--- config.mk ---
export PLATFORM = sky130hd
export DESIGN_NAME = lorentzian_spectral_density_flat
export DESIGN_NICKNAME = d
export VERILOG_FILES = /design/src/rtl/core/lsd_pkg.sv /design/src/rtl/core/lsd_req_if.sv /design/src/rtl/core/lsd_rsp_if.sv /design/src/rtl/core/lsd_ram.sv /design/src/rtl/core/lsd_ctrl.sv /design/src/rtl/core/lsd_datapath.sv /design/src/rtl/core/lorentzian_spectral_density.sv /design/src/flat_wrapper.sv
export SDC_FILE = /design/constraint.sdc
export NUM_CORES = 2
export LEC_CHECK = 0
export ABC_CLOCK_PERIOD_IN_PS = 11500
export BUFFER_PORTS_ARGS = -buffer_cell sky130_fd_sc_hd__buf_2
export CAP_MARGIN = 20
export CELL_PAD_IN_SITES_DETAIL_PLACEMENT = 0
export CELL_PAD_IN_SITES_GLOBAL_PLACEMENT = 2
export CORE_MARGIN = 2
export CORE_UTILIZATION = 43
export CTS_BUF_LIST = sky130_fd_sc_hd__clkbuf_2
export DETAILED_ROUTE_END_ITERATION = 7
export PLACE_DENSITY_LB_ADDON = 0.12
export SLEW_MARGIN = 20
export SYNTH_ARGS = -nofsm -noshare
export SYNTH_HDL_FRONTEND = slang
export SYNTH_SLANG_ARGS = --single-unit
--- constraint.sdc ---
create_clock -name clk -period 11.5 [get_ports clk]
set_clock_uncertainty 0.15 [all_clocks]
set_input_delay 1.15 -clock clk [delete_from_list [all_inputs] [get_ports clk]]
set_output_delay 1.15 -clock clk [all_outputs]
set_load 0.01 [all_outputs]
--- src/rtl/core/lsd_pkg.sv ---
// shared types and constants of the lorentzian spectral density block
package lsd_pkg;

	// command codes of a request
	localparam logic [1:0] CMD_LOAD    = 2'd0;
	localparam logic [1:0] CMD_DENSITY = 2'd1;
	localparam logic [1:0] CMD_DERIV   = 2'd2;

	// multiplier operand width, wide enough for the denominator sum
	localparam int MUL_W = 66;

	typedef enum logic [3:0] {
		ST_IDLE,
		ST_DECIDE,
		ST_READ,
		ST_LATCH,
		ST_MUL_G2,
		ST_MUL_S,
		ST_MUL_N,
		ST_MUL_ND,
		ST_MUL_SS,
		ST_DIV,
		ST_ACC,
		ST_FINISH
	} state_t;

	typedef enum logic [3:0] {
		OP_NOP,
		OP_ACCEPT,
		OP_LATCH,
		OP_MUL,
		OP_SETUP_S,
		OP_SETUP_N,
		OP_SETUP_ND,
		OP_SETUP_SS,
		OP_DIV_START,
		OP_DIV,
		OP_ACC,
		OP_FINISH
	} dp_op_t;

	typedef struct packed {
		dp_op_t op;
	} dp_cmd_t;

	typedef struct packed {
		logic eval;
		logic deriv;
		logic count_zero;
		logic mul_zero;
		logic div_last;
		logic last_term;
	} dp_stat_t;

endpackage

--- src/rtl/core/lsd_req_if.sv ---
// request channel: valid, ready and the request payload
interface lsd_req_if;
	logic               valid;
	logic               ready;
	logic [1:0]         cmd;
	logic [3:0]         peak_index;
	logic signed [31:0] center;
	logic signed [31:0] half_width;
	logic signed [31:0] peak_height;
	logic signed [31:0] omega;

	modport source (
		output valid, cmd, peak_index, center, half_width, peak_height, omega,
		input  ready
	);
	modport sink (
		input  valid, cmd, peak_index, center, half_width, peak_height, omega,
		output ready
	);
endinterface

--- src/rtl/core/lsd_rsp_if.sv ---
// response channel: valid, ready and the result payload
interface lsd_rsp_if;
	logic               valid;
	logic               ready;
	logic signed [31:0] value;
	logic               saturated;
	logic               status;

	modport source (
		output valid, value, saturated, status,
		input  ready
	);
	modport sink (
		input  valid, value, saturated, status,
		output ready
	);
endinterface

--- src/rtl/core/lsd_ram.sv ---
// generic single write port ram with registered read
module lsd_ram #(
	parameter int WIDTH = 96,
	parameter int DEPTH = 16
) (
	input  logic                                       clk,
	input  logic                                       we,
	input  logic [((DEPTH > 1) ? $clog2(DEPTH) : 1)-1:0] waddr,
	input  logic [WIDTH-1:0]                           wdata,
	input  logic [((DEPTH > 1) ? $clog2(DEPTH) : 1)-1:0] raddr,
	output logic [WIDTH-1:0]                           rdata
);
	logic [WIDTH-1:0] mem [DEPTH];

	// write and registered read
	always_ff @(posedge clk) begin
		if (we) begin
			mem[waddr] <= wdata;
		end
		rdata <= mem[raddr];
	end
endmodule

--- src/rtl/core/lsd_ctrl.sv ---
// controller state machine sequencing loads and evaluations
module lsd_ctrl (
	input  logic              clk,
	input  logic              arst_n,
	input  logic              req_valid,
	output logic              req_ready,
	output logic              rsp_valid,
	input  logic              rsp_ready,
	output lsd_pkg::dp_cmd_t  dp_cmd,
	input  lsd_pkg::dp_stat_t dp_stat
);
	import lsd_pkg::*;

	state_t state_q;
	state_t state_nxt;
	logic   rsp_vld_q;
	logic   can_finish;

	assign can_finish = !rsp_vld_q || rsp_ready;
	assign rsp_valid  = rsp_vld_q;

	// next state
	always_comb begin
		state_nxt = state_q;
		unique case (state_q)
			ST_IDLE: begin
				if (req_valid) state_nxt = ST_DECIDE;
			end
			ST_DECIDE: begin
				if (dp_stat.eval && !dp_stat.count_zero) state_nxt = ST_READ;
				else state_nxt = ST_FINISH;
			end
			ST_READ:  state_nxt = ST_LATCH;
			ST_LATCH: state_nxt = ST_MUL_G2;
			ST_MUL_G2: begin
				if (dp_stat.mul_zero) state_nxt = ST_MUL_S;
			end
			ST_MUL_S: begin
				if (dp_stat.mul_zero) state_nxt = ST_MUL_N;
			end
			ST_MUL_N: begin
				if (dp_stat.mul_zero) state_nxt = dp_stat.deriv ? ST_MUL_ND : ST_DIV;
			end
			ST_MUL_ND: begin
				if (dp_stat.mul_zero) state_nxt = ST_MUL_SS;
			end
			ST_MUL_SS: begin
				if (dp_stat.mul_zero) state_nxt = ST_DIV;
			end
			ST_DIV: begin
				if (dp_stat.div_last) state_nxt = ST_ACC;
			end
			ST_ACC: begin
				state_nxt = dp_stat.last_term ? ST_FINISH : ST_READ;
			end
			ST_FINISH: begin
				if (can_finish) state_nxt = ST_IDLE;
			end
			default: state_nxt = ST_IDLE;
		endcase
	end

	// datapath commands and request ready
	always_comb begin
		dp_cmd.op = OP_NOP;
		req_ready = 1'b0;
		unique case (state_q)
			ST_IDLE: begin
				req_ready = 1'b1;
				if (req_valid) dp_cmd.op = OP_ACCEPT;
			end
			ST_DECIDE, ST_READ: dp_cmd.op = OP_NOP;
			ST_LATCH: dp_cmd.op = OP_LATCH;
			ST_MUL_G2: dp_cmd.op = dp_stat.mul_zero ? OP_SETUP_S : OP_MUL;
			ST_MUL_S:  dp_cmd.op = dp_stat.mul_zero ? OP_SETUP_N : OP_MUL;
			ST_MUL_N: begin
				if (!dp_stat.mul_zero) dp_cmd.op = OP_MUL;
				else dp_cmd.op = dp_stat.deriv ? OP_SETUP_ND : OP_DIV_START;
			end
			ST_MUL_ND: dp_cmd.op = dp_stat.mul_zero ? OP_SETUP_SS : OP_MUL;
			ST_MUL_SS: dp_cmd.op = dp_stat.mul_zero ? OP_DIV_START : OP_MUL;
			ST_DIV:    dp_cmd.op = OP_DIV;
			ST_ACC:    dp_cmd.op = OP_ACC;
			ST_FINISH: begin
				if (can_finish) dp_cmd.op = OP_FINISH;
			end
			default: dp_cmd.op = OP_NOP;
		endcase
	end

	// state and response valid registers
	always_ff @(posedge clk or negedge arst_n) begin
		if (!arst_n) begin
			state_q   <= ST_IDLE;
			rsp_vld_q <= 1'b0;
		end else begin
			state_q <= state_nxt;
			if (state_q == ST_FINISH && can_finish) rsp_vld_q <= 1'b1;
			else if (rsp_ready) rsp_vld_q <= 1'b0;
		end
	end
endmodule

--- src/rtl/core/lsd_datapath.sv ---
// datapath: peak table, shift-add multiplier, restoring divider, accumulator
module lsd_datapath #(
	parameter int MAX_PEAKS = 16,
	parameter int FRAC_BITS = 16
) (
	input  logic               clk,
	input  logic               arst_n,
	input  logic               cfg_we,
	input  logic [4:0]         cfg_wdata,
	input  logic [1:0]         req_cmd,
	input  logic [3:0]         req_peak_index,
	input  logic signed [31:0] req_center,
	input  logic signed [31:0] req_half_width,
	input  logic signed [31:0] req_peak_height,
	input  logic signed [31:0] req_omega,
	output logic signed [31:0] rsp_value,
	output logic               rsp_saturated,
	output logic               rsp_status,
	input  lsd_pkg::dp_cmd_t   dp_cmd,
	output lsd_pkg::dp_stat_t  dp_stat
);
	import lsd_pkg::*;

	localparam int AW = (MAX_PEAKS > 1) ? $clog2(MAX_PEAKS) : 1;
	localparam int CW = $clog2(MAX_PEAKS + 1);
	localparam int QW = 32 + FRAC_BITS;
	localparam int WW = 130 + FRAC_BITS;
	localparam int DCW = $clog2(QW);

	logic [4:0]          peak_count_q;
	logic [CW-1:0]       count_q;
	logic [CW-1:0]       term_q;
	logic                eval_q;
	logic                deriv_q;
	logic                status_q;
	logic signed [31:0]  omega_q;
	logic [31:0]         ha_q;
	logic                hneg_q;
	logic [32:0]         da_q;
	logic                dneg_q;
	logic [63:0]         g2_q;
	logic [MUL_W-1:0]    s_q;
	logic [WW-1:0]       mc_q;
	logic [MUL_W-1:0]    mp_q;
	logic [WW-1:0]       prod_q;
	logic [WW-1:0]       num_q;
	logic [WW-1:0]       den_q;
	logic [WW:0]         rem_q;
	logic [QW-1:0]       nl_q;
	logic [QW-1:0]       quot_q;
	logic [DCW-1:0]      dcnt_q;
	logic signed [63:0]  sum_q;
	logic signed [31:0]  value_q;
	logic                sat_q;
	logic                stat_out_q;

	logic [8:0]          idx_w;
	logic [8:0]          pc_w;
	logic                ram_we;
	logic [95:0]         ram_rdata;
	logic [AW-1:0]       ram_raddr;
	logic signed [31:0]  rd_h;
	logic signed [31:0]  rd_g;
	logic signed [31:0]  rd_c;
	logic signed [32:0]  rd_d;
	logic [31:0]         rd_ga;
	logic [WW-1:0]       div_n;
	logic [WW-1:0]       div_d;
	logic [WW:0]         div_t;
	logic [WW:0]         div_diff;
	logic                div_ge;
	logic                term_neg;
	logic signed [63:0]  mag64;
	logic [CW-1:0]       term_inc;

	// table write on an accepted load with positive width and index in range
	assign idx_w  = 9'(req_peak_index);
	assign pc_w   = 9'(peak_count_q);
	assign ram_we = (dp_cmd.op == OP_ACCEPT) && (req_cmd == CMD_LOAD) &&
		(req_half_width > 32'sd0) && (idx_w < 9'(MAX_PEAKS));
	assign ram_raddr = term_q[AW-1:0];

	lsd_ram #(
		.WIDTH (96),
		.DEPTH (MAX_PEAKS)
	) u_table (
		.clk   (clk),
		.we    (ram_we),
		.waddr (idx_w[AW-1:0]),
		.wdata ({req_peak_height, req_half_width, req_center}),
		.raddr (ram_raddr),
		.rdata (ram_rdata)
	);

	// unpack the entry read for the current term
	assign rd_h  = ram_rdata[95:64];
	assign rd_g  = ram_rdata[63:32];
	assign rd_c  = ram_rdata[31:0];
	assign rd_d  = {omega_q[31], omega_q} - {rd_c[31], rd_c};
	assign rd_ga = rd_g[31] ? 32'(-rd_g) : 32'(rd_g);

	// divider operands and one restoring step
	assign div_n    = deriv_q ? num_q : prod_q;
	assign div_d    = deriv_q ? prod_q : WW'(s_q);
	assign div_t    = {rem_q[WW-1:0], nl_q[QW-1]};
	assign div_diff = div_t - {1'b0, den_q};
	assign div_ge   = (div_t >= {1'b0, den_q});

	// term sign and magnitude
	assign term_neg = deriv_q ? (hneg_q == dneg_q) : hneg_q;
	assign mag64    = signed'(64'(quot_q));
	assign term_inc = term_q + CW'(1);

	assign dp_stat.eval       = eval_q;
	assign dp_stat.deriv      = deriv_q;
	assign dp_stat.count_zero = (count_q == '0);
	assign dp_stat.mul_zero   = (mp_q == '0);
	assign dp_stat.div_last   = (dcnt_q == '0);
	assign dp_stat.last_term  = (term_inc == count_q);

	assign rsp_value     = value_q;
	assign rsp_saturated = sat_q;
	assign rsp_status    = stat_out_q;

	// configuration register
	always_ff @(posedge clk or negedge arst_n) begin
		if (!arst_n) begin
			peak_count_q <= '0;
		end else if (cfg_we) begin
			peak_count_q <= cfg_wdata;
		end
	end

	// item control registers
	always_ff @(posedge clk or negedge arst_n) begin
		if (!arst_n) begin
			eval_q   <= 1'b0;
			deriv_q  <= 1'b0;
			status_q <= 1'b0;
			count_q  <= '0;
			term_q   <= '0;
			dcnt_q   <= '0;
		end else begin
			unique case (dp_cmd.op)
				OP_ACCEPT: begin
					eval_q   <= (req_cmd == CMD_DENSITY) || (req_cmd == CMD_DERIV);
					deriv_q  <= (req_cmd == CMD_DERIV);
					status_q <= (req_cmd == CMD_LOAD) && (req_half_width <= 32'sd0);
					count_q  <= (pc_w > 9'(MAX_PEAKS)) ? CW'(MAX_PEAKS) : CW'(pc_w);
					term_q   <= '0;
				end
				OP_DIV_START: dcnt_q <= DCW'(QW - 1);
				OP_DIV:       dcnt_q <= dcnt_q - DCW'(1);
				OP_ACC:       term_q <= term_inc;
				default: ;
			endcase
		end
	end

	// arithmetic registers
	always_ff @(posedge clk) begin
		unique case (dp_cmd.op)
			OP_ACCEPT: begin
				omega_q <= req_omega;
				sum_q   <= '0;
			end
			OP_LATCH: begin
				hneg_q <= rd_h[31];
				ha_q   <= rd_h[31] ? 32'(-rd_h) : 32'(rd_h);
				dneg_q <= rd_d[32];
				da_q   <= rd_d[32] ? 33'(-rd_d) : 33'(rd_d);
				mc_q   <= WW'(rd_ga);
				mp_q   <= MUL_W'(rd_ga);
				prod_q <= '0;
			end
			OP_MUL: begin
				prod_q <= prod_q + (mp_q[0] ? mc_q : '0);
				mc_q   <= mc_q << 1;
				mp_q   <= mp_q >> 1;
			end
			OP_SETUP_S: begin
				// keep g^2 in the product so d^2 adds onto it
				g2_q <= prod_q[63:0];
				mc_q <= WW'(da_q);
				mp_q <= MUL_W'(da_q);
			end
			OP_SETUP_N: begin
				s_q    <= prod_q[MUL_W-1:0];
				mc_q   <= WW'(g2_q);
				mp_q   <= MUL_W'(ha_q);
				prod_q <= '0;
			end
			OP_SETUP_ND: begin
				mc_q   <= prod_q;
				mp_q   <= MUL_W'(da_q);
				prod_q <= '0;
			end
			OP_SETUP_SS: begin
				num_q  <= prod_q << (FRAC_BITS + 1);
				mc_q   <= WW'(s_q);
				mp_q   <= s_q;
				prod_q <= '0;
			end
			OP_DIV_START: begin
				rem_q  <= (WW + 1)'(div_n >> QW);
				nl_q   <= div_n[QW-1:0];
				den_q  <= div_d;
				quot_q <= '0;
			end
			OP_DIV: begin
				rem_q  <= div_ge ? div_diff : div_t;
				quot_q <= {quot_q[QW-2:0], div_ge};
				nl_q   <= nl_q << 1;
			end
			OP_ACC: begin
				sum_q <= term_neg ? (sum_q - mag64) : (sum_q + mag64);
			end
			default: ;
		endcase
	end

	// result register with clipping to the 32-bit range
	always_ff @(posedge clk) begin
		if (dp_cmd.op == OP_FINISH) begin
			stat_out_q <= status_q;
			if (sum_q > 64'sh7FFF_FFFF) begin
				value_q <= 32'sh7FFF_FFFF;
				sat_q   <= 1'b1;
			end else if (sum_q < -64'sh8000_0000) begin
				value_q <= 32'sh8000_0000;
				sat_q   <= 1'b1;
			end else begin
				value_q <= 32'(sum_q);
				sat_q   <= 1'b0;
			end
		end
	end
endmodule

--- src/rtl/core/lorentzian_spectral_density.sv ---
// a load or an evaluation over zero peaks passes from DECIDE straight to FINISH
// an evaluation reads each peak and forms g^2 + d^2 and h*g^2 on the shift-add multiplier
// (plus numerator*d and s^2 for the derivative), divides to 32+FRAC_BITS bits and accumulates
// throughput: one item at a time; the next request is taken once the result is registered
// reset: arst_n clears the controller, peak_count and response valid; table is not cleared
module lorentzian_spectral_density #(
	parameter int MAX_PEAKS = 16,
	parameter int FRAC_BITS = 16
) (
	input  logic       clk,
	input  logic       arst_n,
	input  logic       cfg_we,
	input  logic [4:0] cfg_wdata,
	lsd_req_if.sink    req,
	lsd_rsp_if.source  rsp
);
	import lsd_pkg::*;

	dp_cmd_t  dp_cmd;
	dp_stat_t dp_stat;

	// sequencing
	lsd_ctrl u_ctrl (
		.clk       (clk),
		.arst_n    (arst_n),
		.req_valid (req.valid),
		.req_ready (req.ready),
		.rsp_valid (rsp.valid),
		.rsp_ready (rsp.ready),
		.dp_cmd    (dp_cmd),
		.dp_stat   (dp_stat)
	);

	// arithmetic and table
	lsd_datapath #(
		.MAX_PEAKS (MAX_PEAKS),
		.FRAC_BITS (FRAC_BITS)
	) u_datapath (
		.clk             (clk),
		.arst_n          (arst_n),
		.cfg_we          (cfg_we),
		.cfg_wdata       (cfg_wdata),
		.req_cmd         (req.cmd),
		.req_peak_index  (req.peak_index),
		.req_center      (req.center),
		.req_half_width  (req.half_width),
		.req_peak_height (req.peak_height),
		.req_omega       (req.omega),
		.rsp_value       (rsp.value),
		.rsp_saturated   (rsp.saturated),
		.rsp_status      (rsp.status),
		.dp_cmd          (dp_cmd),
		.dp_stat         (dp_stat)
	);
endmodule

--- src/flat_wrapper.sv ---
// flat-port wrapper written by rule: the top's interface ports become plain ports
module lorentzian_spectral_density_flat import lsd_pkg::*;
#(
	parameter int MAX_PEAKS = 16,
	parameter int FRAC_BITS = 16
)
  (clk, arst_n, cfg_we, cfg_wdata, req_valid, req_cmd, req_peak_index, req_center, req_half_width, req_peak_height, req_omega, req_ready, rsp_valid, rsp_value, rsp_saturated, rsp_status, rsp_ready);
  lsd_req_if req_i ();
  lsd_rsp_if rsp_i ();
  input  logic clk;
  input  logic arst_n;
  input  logic cfg_we;
  input  logic [4:0] cfg_wdata;
  input wire logic [$bits(req_i.valid)-1:0] req_valid;
  input wire logic [$bits(req_i.cmd)-1:0] req_cmd;
  input wire logic [$bits(req_i.peak_index)-1:0] req_peak_index;
  input wire logic [$bits(req_i.center)-1:0] req_center;
  input wire logic [$bits(req_i.half_width)-1:0] req_half_width;
  input wire logic [$bits(req_i.peak_height)-1:0] req_peak_height;
  input wire logic [$bits(req_i.omega)-1:0] req_omega;
  output wire logic [$bits(req_i.ready)-1:0] req_ready;
  output wire logic [$bits(rsp_i.valid)-1:0] rsp_valid;
  output wire logic [$bits(rsp_i.value)-1:0] rsp_value;
  output wire logic [$bits(rsp_i.saturated)-1:0] rsp_saturated;
  output wire logic [$bits(rsp_i.status)-1:0] rsp_status;
  input wire logic [$bits(rsp_i.ready)-1:0] rsp_ready;
  assign req_i.valid = req_valid;
  assign req_i.cmd = req_cmd;
  assign req_i.peak_index = req_peak_index;
  assign req_i.center = req_center;
  assign req_i.half_width = req_half_width;
  assign req_i.peak_height = req_peak_height;
  assign req_i.omega = req_omega;
  assign req_ready = req_i.ready;
  assign rsp_valid = rsp_i.valid;
  assign rsp_value = rsp_i.value;
  assign rsp_saturated = rsp_i.saturated;
  assign rsp_status = rsp_i.status;
  assign rsp_i.ready = rsp_ready;
  lorentzian_spectral_density #(.MAX_PEAKS(MAX_PEAKS), .FRAC_BITS(FRAC_BITS)) u_core (.clk(clk), .arst_n(arst_n), .cfg_we(cfg_we), .cfg_wdata(cfg_wdata), .req(req_i), .rsp(rsp_i));
endmodule
Yosys cells after proc, flatten, opt, wreduce, memory -nomap -nowiden
Memory sizes are Yosys's and may differ from the RTL's. A register that Yosys moved wholly into a read port is not among the register bits.
Index checks and enable logic that the tools add are counted.

word-level totals
  flip-flop bits (word level) = 1231
  RAM bits = 1536
  output and inout bits = 36
  logic and storage cells = 154
  memories kept = 1

operators by class
  $add $sub $neg = 10
  $lt $le $gt $ge = 7
  equal/unequal tests = 34
  mux-type cells = 47
  reduce and logical (&&, ||, !) cells = 24

memory list
  name                           depth  width  rd ports  clocked after memory_dff  wr ports  RTL line       source
  u_core.u_datapath.u_table.mem  16     96     1         1                         1         lsd_ram.sv:13  logic [WIDTH-1:0] mem [DEPTH];

operators with widths
  kind                                                                    number
  146-bit case mux with 6 select lines                                    1
  146-bit case mux with 2 select lines                                    2
  146-bit 2-to-1 mux                                                      3
  66-bit case mux with 5 select lines                                     1
  48-bit case mux with 2 select lines                                     2
  147-bit by 146-bit >= comparator with 1-bit output                      1
  146-bit adder                                                           1
  146-bit subtractor                                                      1
  64-bit case mux with 2 select lines                                     1
  32-bit 2-to-1 mux                                                       3
  66-bit zero test                                                        1
  66-bit 2-to-1 mux                                                       1
  64-bit by 49-bit adder with 64-bit output                               1
  64-bit by 32-bit > comparator with 1-bit output, second input constant  1
  64-bit by 32-bit < comparator with 1-bit output, second input constant  1
  64-bit 2-to-1 mux                                                       1
  32-bit negation                                                         2
  64-bit by 49-bit subtractor with 64-bit output                          1
  4-bit 2-to-1 mux                                                        15
  4-bit case mux with 12 select lines                                     1
  4-bit case mux with 10 select lines                                     1
  33-bit negation                                                         1
  32-bit by 32-bit subtractor with 33-bit output                          1
  4-bit by 3-bit == test with 1-bit output, second input constant         8
  34 further kinds                                                        70

Depth between registers and ports, before layout
  depth after elaboration = 10
  depth in mapped cells = 27
  gate-level depth less buffers = 26

Cells and area by module
From an unflattened synthesis, not the netlist that was laid out.

unflattened totals
  cells, all modules = 10359
  area, all modules = 137923.5 µm²

modules (own cells, without submodules)
  module        instances  cells each  area each (µm²)  sequential area each (µm²)
  lsd_datapath  1          7832        78084.9          36695.2
  lsd_ram       1          2460        59355.7          48046.1
  lsd_ctrl      1          67          483.0            125.1

Least setup slack after synthesis
OpenSTA, ideal clock, no wires.

  path type = in2reg
  start point = input port rsp_ready
  end point = register u_core.u_datapath.prod_q[0] (enable)
  arrival = 12.022 ns
  data required time = 10.496 ns
  slack = -1.526 ns
  stages on the path = 7
  path buffers = 0
  cell sequence = nor2b_1 nand2_1 a221oi_1 o22a_1 nor2_1 nand2_1 o21ai_0

on the way
  word-level cells in the longest chain between the ends = 6

RTL lines
  element                                                                                               RTL line             source
  start: declaration                                                                                    flat_wrapper.sv:26   input wire logic [$bits(rsp_i.ready)-1:0] rsp_ready;
  1-bit logical OR (*)                                                                                  lsd_ctrl.sv:19       assign can_finish = !rsp_vld_q || rsp_ready;
  4-bit 2-to-1 mux (*)                                                                                  lsd_ctrl.sv:85       if (can_finish) dp_cmd.op = OP_FINISH;
  4-bit case mux with 10 select lines (*)                                                               lsd_ctrl.sv:67       unique case (state_q)
  4-bit by 3-bit == test with 1-bit output or 4-bit by 2-bit == test with 1-bit output (tied branches)  lsd_datapath.sv:162  unique case (dp_cmd.op)
  4-bit OR reduction (no source line)                                                                   --
  2-bit nonzero test (no source line) (*)                                                               --
  end signal: assignment                                                                                lsd_datapath.sv:177  prod_q <= prod_q + (mp_q[0] ? mc_q : '0);
  end: declaration                                                                                      lsd_datapath.sv:45   logic [WW-1:0] prod_q;

Mark *: on every way between the ends. The rest lies on a longest branch, timed or not.
A chain may end at the register's enable or synchronous reset.

Final worst setup path
  start point = register u_core.u_datapath.mp_q[36]
  end point = memory u_core.u_datapath.u_table.mem[9][81] (enable)

on the way
  word-level cells in the longest chain between the ends = 9

RTL lines
  element                                         RTL line             source
  start: declaration                              lsd_datapath.sv:44   logic [MUL_W-1:0] mp_q;
  start signal: assignment                        lsd_datapath.sv:173  mp_q <= MUL_W'(rd_ga);
  start signal: assignment                        lsd_datapath.sv:179  mp_q <= mp_q >> 1;
  start signal: assignment                        lsd_datapath.sv:185  mp_q <= MUL_W'(da_q);
  66-bit zero test (*)                            lsd_datapath.sv:117  assign dp_stat.mul_zero = (mp_q == '0);
  4-bit 2-to-1 mux, or another cell as far along  lsd_ctrl.sv:81       ST_MUL_SS: dp_cmd.op = dp_stat.mul_zero ? OP_DIV_START : OP_MUL;
  4-bit case mux with 10 select lines (*)         lsd_ctrl.sv:67
  4-bit by 1-bit == test with 1-bit output (*)    lsd_datapath.sv:79   assign ram_we = (dp_cmd.op == OP_ACCEPT) && (req_cmd == CMD_LOAD) &&
  1-bit logical AND (*) (2 in a row)              lsd_datapath.sv:79
  1-bit logical AND (*)                           lsd_datapath.sv:80   (req_half_width > 32'sd0) && (idx_w < 9'(MAX_PEAKS));
  1-bit 2-to-1 mux (*)                            lsd_ram.sv:17        if (we) begin
  1-bit 2-to-1 mux (not written as such) (*)      lsd_ram.sv:18        mem[waddr] <= wdata;
  end: declaration                                lsd_ram.sv:13

Marked as above.

==> impl_metrics.tcl <==
set metrics [dict create \
    worstPathRequired_ns 12.90 \
    period_minus_slack_ns 8.35 \
    ys_warn_count 0 \
    path_buf_inv 5 \
    slew_violations 0 \
    ant_nets 0 \
    path_cells "nor4_1 -> nand4_1 -> nor4_1 -> buf_4 -> and2_1 -> o22a_1 -> nand3_1 -> nor2_4 -> and3_1 -> nand3b_1 -> dlygate4sd3_1 -> nor2_4 -> dlygate4sd3_1 -> buf_4 -> buf_4" \
    max-cap-violations 0 \
    die_w_um 570 \
    place.gp.congestion 0.908 \
    fin_ws_ns 3.15 \
    initial_utilization 0.433 \
    synth_enable_flop_cells 2738 \
    syn_avg_cell_area_um2 13.5 \
    cts_buffer_depth 4 \
    worstMarginPinSlew_ns 1.21 \
    cts-root-buf "clkbuf_2" \
    p_sw_frac 0.439 \
    critPathTopFamily "buffers and inverters" \
    use_met2 0.437 \
    dieArea_mm2 0.324 \
    p_clk_frac 0.169 \
    cts.sinks 2863 \
    powerDensity_mw_per_mm2 285 \
    met3_usage 0.0383 \
    cts_tree "done" \
    cts_hold_buf 329 \
    switchingPower_uw 19200 \
    die_height_um 570 \
    yosysSeqAreaShare 0.617 \
    path_class "reg2reg" \
    pwr-share-comb 0.453 \
    cp.arrival_ns 9.75 \
    syn_nets 10700 \
    hold_path_class "reg2reg" \
    grt-busiest-layer "met2" \
    path_max_fanout 50 \
    nNetsFinal 11600 \
    peakVddDrop_v 0.000223 \
    startpoint_type "flip-flop" \
    vias 91900 \
    cts.clk_slew.worst_paths_ns 0.12 \
    finalCritPeriodShare 0.726 \
    finalSetupViolations 0 \
    end_kind "flip-flop" \
    wl_per_cell_um 27.5 \
    finalHoldViolations 0 \
    first_global_vias 92900 \
    met1_usage 0.363 \
    p_int_uw 24500 \
    synthesis.instances 10200 \
    netlist_area_mm2 0.138 \
    cpPeakStageDelay_ns 1.07 \
    status "finished clean" \
    pre_cts_slack_ns 4.58 \
    routed_wl_mm 434 \
    rows 207 \
    antenna_found_initial 27 \
    total_leakage_power_uw 0.0536 \
    ios 180 \
    area_growth_pct 11.5 \
    drt-initial-drc-count 8787 \
    ctsResizeCount 0 \
    cts_setup_buffers 0 \
    tns_ns 0 \
    crit_path_top_delay_cell "dlygate4sd3_1" \
    ys.flop_type "edfxtp_1" \
    critPathLaunch "u_core.u_datapath.mp_q[36]" \
    insertion_delay_ns 2.20 \
    relSlewSlack 0.190 \
    seqPwrFrac 0.379 \
    vias_per_cell 5.81 \
    grt_max_degree 172 \
    overflow 0 \
    remaining_drc_errors 0 \
    yosys_register_bits 2863 \
    synth_cell_types 98 \
    first_pass_iters 8 \
    core_area_mm2 0.318 \
    utilization 0.482 \
    rr_startpoint "u_core.u_datapath.mp_q[36]" \
    cts_buffers 742 \
    rsz0062_at_grt "false" \
    min_from "u_core.u_datapath.g2_q[32]" \
    drive_above_1_share 0.188 \
    hpwl_mm 293 \
    htree_levels 6 \
    cp_common_cell "buf_4" \
    fmax_mhz 120 \
    whs_ns 0.325 \
    grt_first_pass_wirelength_mm 635 \
    track_usage 0.264 \
    port_buffers 179 \
    async_flop_share 0.0101 \
]
## routing by layer
layer  vias to the layer above  wire (µm)
li1                      41400          -
met1                     46700     187000
met2                      3156     211000
met3                       599      25200
met4                        16      10900
met5                         -        106
## layout by cell type, fill, tap and decap left out, drive strengths merged, types with 30 or more instances in the layout
cell,n
a211oi,119
a21boi,30
a21o,200
a21oi,728
a22o,122
a22oi,90
a31oi,115
and2,303
and3,37
buf,300
clkbuf,1102
clkinv,210
dfxtp,96
dlygate4sd3,328
edfxtp,2738
ha,398
inv,363
mux2,75
mux2i,146
mux4,480
nand2,749
nand2b,47
nand3,129
nand4,195
nor2,722
nor2b,38
nor3,115
nor4,69
o211ai,30
o21a,47
o21ai,408
o21bai,104
o31ai,79
or2,41
or3,44
xnor2,311
xor2,187
## cells in the mapped netlist (43+ instances only)
cell type  number  area share
nor2_1        721       0.020
xnor2_1       310       0.020
dfxtp_1        96       0.014
edfxtp_1     2738        0.60
or3_1          43      0.0020
a22o_1        122      0.0078
clkbuf_1      474       0.013
mux4_2        480       0.079
nand3_1       128      0.0047
a21oi_1       726       0.026
buf_1          53      0.0014
o21a_1         47      0.0026
ha_1          398       0.036
xor2_1        187       0.012
o21ai_0       395       0.014
mux2i_1       146       0.011
nor3_1        113      0.0041
mux2_2         75      0.0061
o21bai_1      104      0.0057
a22oi_1        90      0.0049
a211oi_1      119      0.0065
nand4_1       195      0.0089
nand2_1       748       0.020
a31oi_1       115      0.0052
o31ai_1        77      0.0042
a21o_1        200       0.011
nor4_1         66      0.0030
nand2b_1       47      0.0021
and2_1        302       0.014
inv_1         345      0.0094
## kinds of logic (layout without fill, tap and decap cells)
group / count (synthesis) / count (layout) / share of synthesized area
buffers and inverters: 898 / 2333 / 0.0247
AND/OR/NAND/NOR: 2557 / 2557 / 0.0885
adder cells (fa/ha/maj): 402 / 402 / 0.0368
flip-flops: 2863 / 2863 / 0.617
other: 0 / 11 / 0
multiplexers: 701 / 701 / 0.0953
XOR/XNOR: 498 / 498 / 0.0318
AO/OA/AOI/OAI: 2266 / 2266 / 0.106
## state kept, by name, indices dropped and copies added (netlist names), 33 cells and up
register / flops
u_core.u_datapath.prod_q: 146
u_core.u_datapath.mc_q: 146
u_core.u_datapath.num_q: 129
u_core.u_datapath.mp_q: 66
u_core.u_datapath.quot_q: 48
u_core.u_datapath.sum_q: 64
u_core.u_datapath.u_table.mem: 1536
u_core.u_datapath.da_q: 33
u_core.u_datapath.u_table.rdata: 96
u_core.u_datapath.nl_q: 48
u_core.u_datapath.rem_q: 146
u_core.u_datapath.s_q: 66
u_core.u_datapath.den_q: 146
u_core.u_datapath.g2_q: 64
## final cells by class
class / count / area, µm²
inverter: 345 / 1300
tap: 4180 / 5230
clock inverter: 258 / 1600
sequential: 2863 / 84900
timing repair buffer: 628 / 5260
antenna: 11 / 27.5
fill: 28500 / 165000
clock buffer: 1102 / 5520
multi-input combinational: 6424 / 49600
## power by group through the flow
stage | combinational [µW] | clock (µW) | sequential [µW]
global placement | 19600 | 0 | 16700
detailed placement | 19500 | 0 | 16800
global route | 21700 | 8150 | 16600
finish | 19800 | 7370 | 16600
floorplan | 13900 | 0 | 15700
CTS | 19800 | 7620 | 16500
## worst reg2reg max path: stages, from the launching register on
cell	delay, ns
edfxtp_1	0.41
nor4_1	0.69
nand4_1	0.35
nor4_1	0.79
buf_4	0.24
and2_1	0.21
o22a_1	0.29
nand3_1	0.39
nor2_4	0.24
and3_1	0.30
nand3b_1	0.12
dlygate4sd3_1	0.71
nor2_4	0.16
dlygate4sd3_1	1.07
buf_4	0.68
buf_4	0.93
## per-stage QoR
step,instances,total power [µW],area [µm²]
after global placement,14100,36400,143000
after detailed placement,14100,36300,143000
after CTS,15800,43900,153000
after global routing,15800,46500,153000
after floorplan,10200,29500,138000
final,15800,43700,153000
## final timing paths
kind,to,slack [ns],cells past startpoint
max in group asynchronous,u_core.u_datapath.deriv_q,10.47,5
worst min-delay path,u_core.u_datapath.mc_q[32],0.33,2
worst max register to register,u_core.u_datapath.u_table.mem[9][81],3.15,15
worst min register to register,u_core.u_datapath.mc_q[32],0.33,2
min in group asynchronous,u_core.u_datapath.peak_count_q[4],0.49,5
worst max-delay path,u_core.u_datapath.u_table.mem[9][81],3.15,15
No activity file was read; power rests on OpenSTA's default activity.
